==> src/hss_pkg.sv <==
// ----------------------------------------------------------------------------
// hss_pkg
// Shared types and codes for the HMM sequence sampler: request and result
// payloads, mode codes, register indexes and controller/datapath signals.
// ----------------------------------------------------------------------------
package hss_pkg;

    localparam int PROB_W   = 17;
    localparam int DRAW_W   = 16;
    localparam int FIELD_W  = 4;
    localparam int CFG_W    = 5;
    localparam int CFG_IDX_W = 2;

    localparam logic [1:0] MODE_WR_START = 2'd0;
    localparam logic [1:0] MODE_WR_TRANS = 2'd1;
    localparam logic [1:0] MODE_WR_EMIT  = 2'd2;
    localparam logic [1:0] MODE_GENERATE = 2'd3;

    localparam logic [CFG_IDX_W-1:0] CFG_HIDDEN_IN_USE  = 2'd0;
    localparam logic [CFG_IDX_W-1:0] CFG_SYMBOLS_IN_USE = 2'd1;

    localparam logic [CFG_W-1:0] CFG_COUNT_RESET = 5'd16;

    typedef struct packed {
        logic [1:0]         mode;
        logic [FIELD_W-1:0] row_index;
        logic [FIELD_W-1:0] column_index;
        logic [PROB_W-1:0]  probability;
        logic [DRAW_W-1:0]  draw_hidden;
        logic [DRAW_W-1:0]  draw_symbol;
        logic               restart;
    } t_request;

    typedef struct packed {
        logic [FIELD_W-1:0] hidden_state;
        logic [FIELD_W-1:0] observed_symbol;
        logic [1:0]         fell_through;
    } t_result;

    // controller -> datapath
    typedef struct packed {
        logic write_en;
        logic load_req;
        logic init_walk;
        logic init_sym;
    } t_ctrl;

    // datapath -> controller
    typedef struct packed {
        logic walk_done;
    } t_status;

endpackage

==> src/hss_ctrl.sv <==
// ----------------------------------------------------------------------------
// hss_ctrl
// Sequencer for the sampler: accepts requests, runs the hidden walk and then
// the symbol walk for a generate request, and pulses the result strobe.
// ----------------------------------------------------------------------------
module hss_ctrl (
    input  logic             i_clk,
    input  logic             i_rst_n,
    input  logic             i_start,
    input  logic [1:0]       i_mode,
    input  hss_pkg::t_status i_status,
    output hss_pkg::t_ctrl   o_ctrl,
    output logic             o_busy,
    output logic             o_strobe
);
    import hss_pkg::*;

    typedef enum logic [2:0] {
        ST_IDLE  = 3'b001,
        ST_HWALK = 3'b010,
        ST_SWALK = 3'b100
    } t_state;

    t_state r_state, n_state;
    logic   r_strobe, n_strobe;
    logic   accept;

    assign o_busy   = (r_state != ST_IDLE);
    assign accept   = i_start && (r_state == ST_IDLE);
    assign o_strobe = r_strobe;

    always_comb begin
        n_state         = r_state;
        n_strobe        = 1'b0;
        o_ctrl.write_en = accept && (i_mode != MODE_GENERATE);
        o_ctrl.load_req = accept && (i_mode == MODE_GENERATE);
        o_ctrl.init_walk = 1'b0;
        o_ctrl.init_sym  = 1'b0;
        case (r_state)
            ST_IDLE: begin
                if (o_ctrl.load_req) begin
                    o_ctrl.init_walk = 1'b1;
                    n_state          = ST_HWALK;
                end
            end
            ST_HWALK: begin
                if (i_status.walk_done) begin
                    o_ctrl.init_walk = 1'b1;
                    o_ctrl.init_sym  = 1'b1;
                    n_state          = ST_SWALK;
                end
            end
            ST_SWALK: begin
                if (i_status.walk_done) begin
                    n_strobe = 1'b1;
                    n_state  = ST_IDLE;
                end
            end
            default: begin
                n_state = ST_IDLE;
            end
        endcase
    end

    always_ff @(posedge i_clk) begin
        if (!i_rst_n) begin
            r_state  <= ST_IDLE;
            r_strobe <= 1'b0;
        end else begin
            r_state  <= n_state;
            r_strobe <= n_strobe;
        end
    end

endmodule

==> config.mk <==
export PLATFORM = sky130hd
export DESIGN_NAME = hss_ctrl
export DESIGN_NICKNAME = d
export VERILOG_FILES = /design/src/hss_pkg.sv /design/src/hss_ctrl.sv
export SDC_FILE = /design/constraint.sdc
export NUM_CORES = 1
export LEC_CHECK = 0
export ABC_CLOCK_PERIOD_IN_PS = 1040
export BUFFER_PORTS_ARGS = -buffer_cell sky130_fd_sc_hd__buf_2
export CAP_MARGIN = 15
export CORE_AREA = 2 2 39 41
export DETAILED_ROUTE_END_ITERATION = 12
export DIE_AREA = 0 0 41 43
export PLACE_DENSITY = 0.48
export SLEW_MARGIN = 25
export SYNTH_ARGS = -nofsm -noshare
export SYNTH_HDL_FRONTEND = slang
export SYNTH_SLANG_ARGS = --single-unit
==> constraint.sdc <==
create_clock -name i_clk -period 1.04 [get_ports i_clk]
set_input_delay 0.156 -clock i_clk [delete_from_list [all_inputs] [get_ports i_clk]]
set_output_delay 0.156 -clock i_clk [all_outputs]
set_load 0.005 [all_outputs]
==> metrics.cfg, run 1 <==
[timing]
maxSlewHeadroom_pct = 88.1
fmax_ghz = 0.746
period_share_pct = 129
period_needed_ps = 1340
rsz0062_at_grt = true
final_hold_viol_count = 0
worst_slack_ps = -300
fin_worst_skew_ps = 7.51
worst_slew_pin_slew_ps = 178
slew_viol_final = 0
setup_viol = 8

[layout]
postLayoutCellArea_um2 = 384
antennaDiodeCount = 0
multiInputGateArea_um2 = 140
final_cell_count_no_fill = 61
fillers = 158
area_growth_pct = 93.1
seqCellArea_um2 = 86.3
drive_gt1_share_pct = 73.3
nets = 53
layout_common_cells = buf_2 (11), buf_4 (7), a21oi_2 (4), nand2b_1 (3), clkbuf_4 (3)
final_common_cell = buf_2
fin_util_pct = 27.8

[hold_path]
min_path_cells = 2
min-delay-start = i_rst_n
min_path_type = in2reg
holdPathEnd = r_state[0]$_SDFFE_PN1P_

[power]
vdd_drop_max_uv = 585
p_total_mw = 0.411
p_per_area_mw_per_mm2 = 1070
cellLeakagePower_nw = 0.180

[die]
core_region_area_mm2 = 0.00138
dieArea_mm2 = 0.00176
start_util_pct = 14.4
die_w_um = 41
io_pins = 12
core.rowCount = 14
die_height_um = 43

[outcome]
status = complete, but fails checks
failed_checks = negative setup slack

[synthesis]
ys_seq_elements = 4
yosysUniqueCellTypes = 12
ys_warn_count = 0
syn_inst = 24
syn-mean-instance-area_um2 = 8.29
synth_nets = 30
syn_area_um2 = 199
seq_area_frac_synth_pct = 40.3

[detailed_routing]
drcViolationCount = 0
wirelength_um = 609
viasPerCell = 3.93
dr.first_iter.drc_count = 5
detail-route-antenna-nets = 0
vias = 240
routedWlPerCell_um = 9.98
drt_pass1_iterations = 5

[critical_path]
crit_family = flip-flops
worst_setup_path_end_kind = primary output
r2r_start = r_state[1]$_SDFFE_PN0P_
worst-r2r-cell-count = 4
crit_arrival_ps = 1180
max_stage_delay_ps = 340
setup.worst_path.start_class = register
path_cells = nor3b_4 -> buf_4 -> nand2_2 -> a21oi_2 -> buf_2
cp-startpoint = r_state[0]$_SDFFE_PN1P_
required_ps = 880
worst-r2r-setup-slack_ps = -140
worstSetupPathType = reg2out
cp_slowest_cell = dfxtp_2
worst-path-buf-inv = 2
path_max_fanout = 3
r2r_end = r_state[0]$_SDFFE_PN1P_

[clocking]
path_clk_slew_ps = 40
clock-root-buffer = clkbuf_4
cts.sinks = 4
cts_hold_buf = 0
h-tree-depth = 1
cts_buffers = 3
clock_latency_ps = 240
cts.path.max_buffers = 2
cts_tree = done

[global_route]
track_usage_pct = 9.04
grt_start_max_net_pins = 7
grt_pass1_vias = 220
grt_overflow = 0
grt_pass1_wl_um = 959
antenna_found_initial = 0

[place]
dpl.cell_count = 54
io_buffers = 11
pre_cts_ws_ps = -64.4
gp_congestion = 0.646
placed_area_um2 = 297

[job]
maxCapViolCount = 0

cell usage after synthesis, drive strengths merged:
cell	count	area, um2
nand3b	2	15.0
o21ai	2	10.0
nor2	2	7.51
dfxtp	4	80.1
nand4	1	6.26
a21oi	4	20.0
inv	2	7.51
or3b	2	17.5
nand2b	3	18.8
nor3b	1	12.5
nand2	1	3.75
report_power, final:
part	internal [mW]	switching, mW
registers	0.155	0.00228
logic	0.0347	0.0262
clock network	0.129	0.0633
total	0.319	0.0918
state kept, by name, summed over array words and instances, names as in the netlist:
signal and count:
o_strobe 1, r_state 3
per-stage QoR:
step	TNS (ps)	hold slack, ps
2_1_floorplan	0	236
3_3_place_gp	-234	368
3_5_place_dp	-205	371
4_1_cts	-1590	113
5_1_grt	-1900	126
6_report	-1500	119
worst max path at each step:
| stage | end | slack [ps] | cells past startpoint |
|---|---|---|---|
| 6_report | o_ctrl[3] | -300 | 5 |
| 5_1_grt | o_ctrl[3] | -350 | 5 |
| 4_1_cts | o_ctrl[3] | -290 | 5 |
| 3_5_place_dp | o_ctrl[1] | -60 | 4 |
| 3_3_place_gp | o_ctrl[1] | -80 | 4 |
| 2_1_floorplan | r_state[0]$_SDFFE_PN1P_ | 0.4 | 3 |
layer usage:
layer | up-vias | part of all wire (%) | global-route usage (%)
met3 | 0 | 12 | 6.81
met2 | 10 | 48 | 12.2
li1 | 127 | - | -
met1 | 103 | 39 | 9.32
met4 | 0 | 0 | 6.00
met5 | - | 0 | 0
area by class of cell:
| cell class | instances | area share (%) |
|---|---|---|
| tap | 16 | 5.21 |
| timing repair buffer | 18 | 28.0 |
| inverter | 2 | 1.95 |
| multi-input combinational | 18 | 36.5 |
| sequential | 4 | 22.5 |
| clock buffer | 3 | 5.86 |
cell families after synthesis:
| group | share of synthesized area [%] |
|---|---|
| AOI/OAI and AO/OA | 15.1 |
| and+or+nand+nor | 40.9 |
| DFF | 40.3 |
| buffers and inverters | 3.77 |
what timing repair did:
item	4_1_cts	5_1_grt
pin swaps	6	3
buffers inserted	6	2
resized for setup	7	6
endpoints found under the setup margin	6	8
cloned	0	0
No activity file was read; power rests on OpenSTA's default activity.
==> run 2: changes to the inputs <==
Settings changed: CTS_BUF_LIST set to sky130_fd_sc_hd__clkbuf_2.
==> metrics.cfg, run 2 (synthesis results as in run 1) <==
[global_route]
track_usage_pct = 9.04  ; unchanged
antenna_found_initial = 0  ; unchanged
grt_pass1_vias = 220  ; unchanged
grt_pass1_wl_um = 959  ; unchanged
grt_overflow = 0  ; unchanged
grt_start_max_net_pins = 7  ; unchanged

[job]
maxCapViolCount = 0  ; unchanged

[layout]
layout_common_cells = buf_2 (11), buf_4 (6), a21oi_2 (3), nand2b_1 (3), clkbuf_2 (3)
final_common_cell = buf_2
fin_util_pct = 27.0  ; -0.72 points
drive_gt1_share_pct = 68.9  ; -4.4 points
antennaDiodeCount = 0  ; unchanged
nets = 53  ; unchanged
largest-register = r_state
fillers = 158  ; unchanged
largest_reg_flops = 3  ; unchanged
area_growth_pct = 88.1

[critical_path]
r2r_start = r_state[1]$_SDFFE_PN0P_
worst_setup_path_end_kind = primary output
endpoint = o_ctrl[3]
worst-r2r-cell-count = 4  ; unchanged
cp-startpoint = r_state[1]$_SDFFE_PN0P_
worst-r2r-setup-slack_ps = -120  ; +20 ps
required_ps = 880  ; about the same
worst-path-buf-inv = 2  ; unchanged
path_cells = nor3b_4 -> buf_4 -> nand2_2 -> a21oi_2 -> buf_2
max_stage_delay_ps = 350  ; about the same
worstSetupPathType = reg2out
crit_arrival_ps = 1170  ; about the same
setup.worst_path.start_class = register
crit_family = flip-flops
path_max_fanout = 2  ; -1
r2r_end = r_state[0]$_SDFFE_PN1P_
cp_num_cells = 5  ; unchanged
cp_slowest_cell = dfxtp_4

[detailed_routing]
vias = 244  ; +1.7%
dr.first_iter.drc_count = 2  ; -3
viasPerCell = 4.00  ; +1.7%
drt_pass1_iterations = 2  ; -3
routedWlPerCell_um = 9.89  ; -0.99%
drcViolationCount = 0  ; unchanged
wirelength_um = 603  ; -0.99%
detail-route-antenna-nets = 0  ; unchanged

[power]
p_sw_mw = 0.0962  ; +4.7%
comb_power_share_pct = 16.7  ; +1.9 points
p_int_mw = 0.268  ; -16%
seqPwrFrac_pct = 43.2  ; +4.9 points
vdd_drop_max_uv = 470  ; -20%
sw_frac_of_total_pct = 26.4  ; +4.1 points
clkPwrFrac_pct = 40.0  ; -6.8 points
p_per_area_mw_per_mm2 = 972  ; -9.0%
cellLeakagePower_nw = 0.176  ; -2.0%

[outcome]
status = complete, but fails checks
failed_checks = negative setup slack

[timing]
fin_worst_skew_ps = 9.78  ; +2.27 ps
rsz0062_at_grt = true
maxSlewHeadroom_pct = 88.0  ; about the same
slew_viol_final = 0  ; unchanged
worst_slew_pin_slew_ps = 180  ; +1.27 ps
fmax_ghz = 0.753  ; +0.99%
final_hold_viol_count = 0  ; unchanged
tns_ps = -1390  ; +107 ps
period_share_pct = 128  ; -1.3 points
worst_slack_ps = -287  ; +13.2 ps
setup_viol = 8  ; unchanged
period_needed_ps = 1330  ; -13.2 ps

[clocking]
h-tree-depth = 1  ; unchanged
cts_tree = done
path_clk_slew_ps = 50  ; about the same
cts.path.max_buffers = 2  ; unchanged
cts.sinks = 4  ; unchanged
clock-root-buffer = clkbuf_2
clock_latency_ps = 220  ; -20 ps
cts_buffers = 3  ; unchanged

[die]
die_w_um = 41  ; unchanged
dieArea_mm2 = 0.00176  ; unchanged
core_region_area_mm2 = 0.00138  ; unchanged
core.rowCount = 14  ; unchanged
die_height_um = 43  ; unchanged
io_pins = 12  ; unchanged
start_util_pct = 14.4  ; unchanged

[place]
io_buffers = 11  ; unchanged
gp_congestion = 0.646  ; unchanged

[hold_path]
min_path_type = in2reg

==> run 2: through the flow <==
step	hold WS (ps)	instances	total power, mW	cell area, um2	setup slack, ps
2_1_floorplan	236	24	0.175	199	0.433
4_1_cts	130	63	0.370	373	-270
6_report	136	61	0.364	374	-287
3_5_place_dp	371	54	0.204	297	-64.4
5_1_grt	140	61	0.388	374	-341
3_3_place_gp	368	54	0.204	297	-77.4
==> run 2: worst min-delay path by stage <==
stage                  from                 endpoint  slack (ps)  cells after the start
finish              i_rst_n  r_state[0]$_SDFFE_PN1P_         140                      2
global route        i_rst_n  r_state[0]$_SDFFE_PN1P_         140                      2
CTS                 i_rst_n  r_state[0]$_SDFFE_PN1P_         130                      2
detailed placement  i_rst_n  r_state[0]$_SDFFE_PN1P_         370                      2
global placement    i_rst_n  r_state[0]$_SDFFE_PN1P_         370                      2
floorplan           i_rst_n  r_state[0]$_SDFFE_PN1P_         240                      1
==> run 2: power by group through the flow <==
| stage | sequential, mW | clock [mW] | combinational (mW) |
|---|---|---|---|
| floorplan | 0.161 | 0 | 0.0144 |
| global placement | 0.161 | 0 | 0.0430 |
| detailed placement | 0.161 | 0 | 0.0427 |
| CTS | 0.156 | 0.153 | 0.0599 |
| global route | 0.157 | 0.163 | 0.0682 |
| finish | 0.157 | 0.146 | 0.0609 |
==> run 2: area by class of cell <==
| class | count | area, um2 | area share [%] |
|---|---|---|---|
| clock buffer | 3 | 15.0 | 4.01 |
| inverter | 2 | 7.51 | 2.01 |
| multi-input combinational | 18 | 134 | 35.8 |
| sequential | 4 | 86.3 | 23.1 |
| tap | 16 | 20.0 | 5.35 |
| timing repair buffer | 18 | 111 | 29.8 |
==> run 2: worst register-to-register path: cells and delay by family, from the launching register on <==
| family | cells | cell delay, ps |
|---|---|---|
| flip-flops | 1 | 350 |
| buffers and inverters | 1 | 120 |
| AO/OA/AOI/OAI | 2 | 210 |
| AND/OR/NAND/NOR | 1 | 380 |
==> run 2: repair_timing <==
item                                    4_1_cts  5_1_grt
setup buffers                                 6        2
resized for setup                             7        6
cloned                                        0        0
hold buffers                                  0        0
endpoints found under the setup margin        6        8
pin swaps                                     6        3
==> run 2: metal layers <==
metal	vias to the layer above	global-route usage [%]	share of wire (%)
li1	126	-	-
met1	108	9.32	39
met2	8	12.2	49
met3	2	6.81	10
met4	0	6.00	1.7
met5	-	0	0
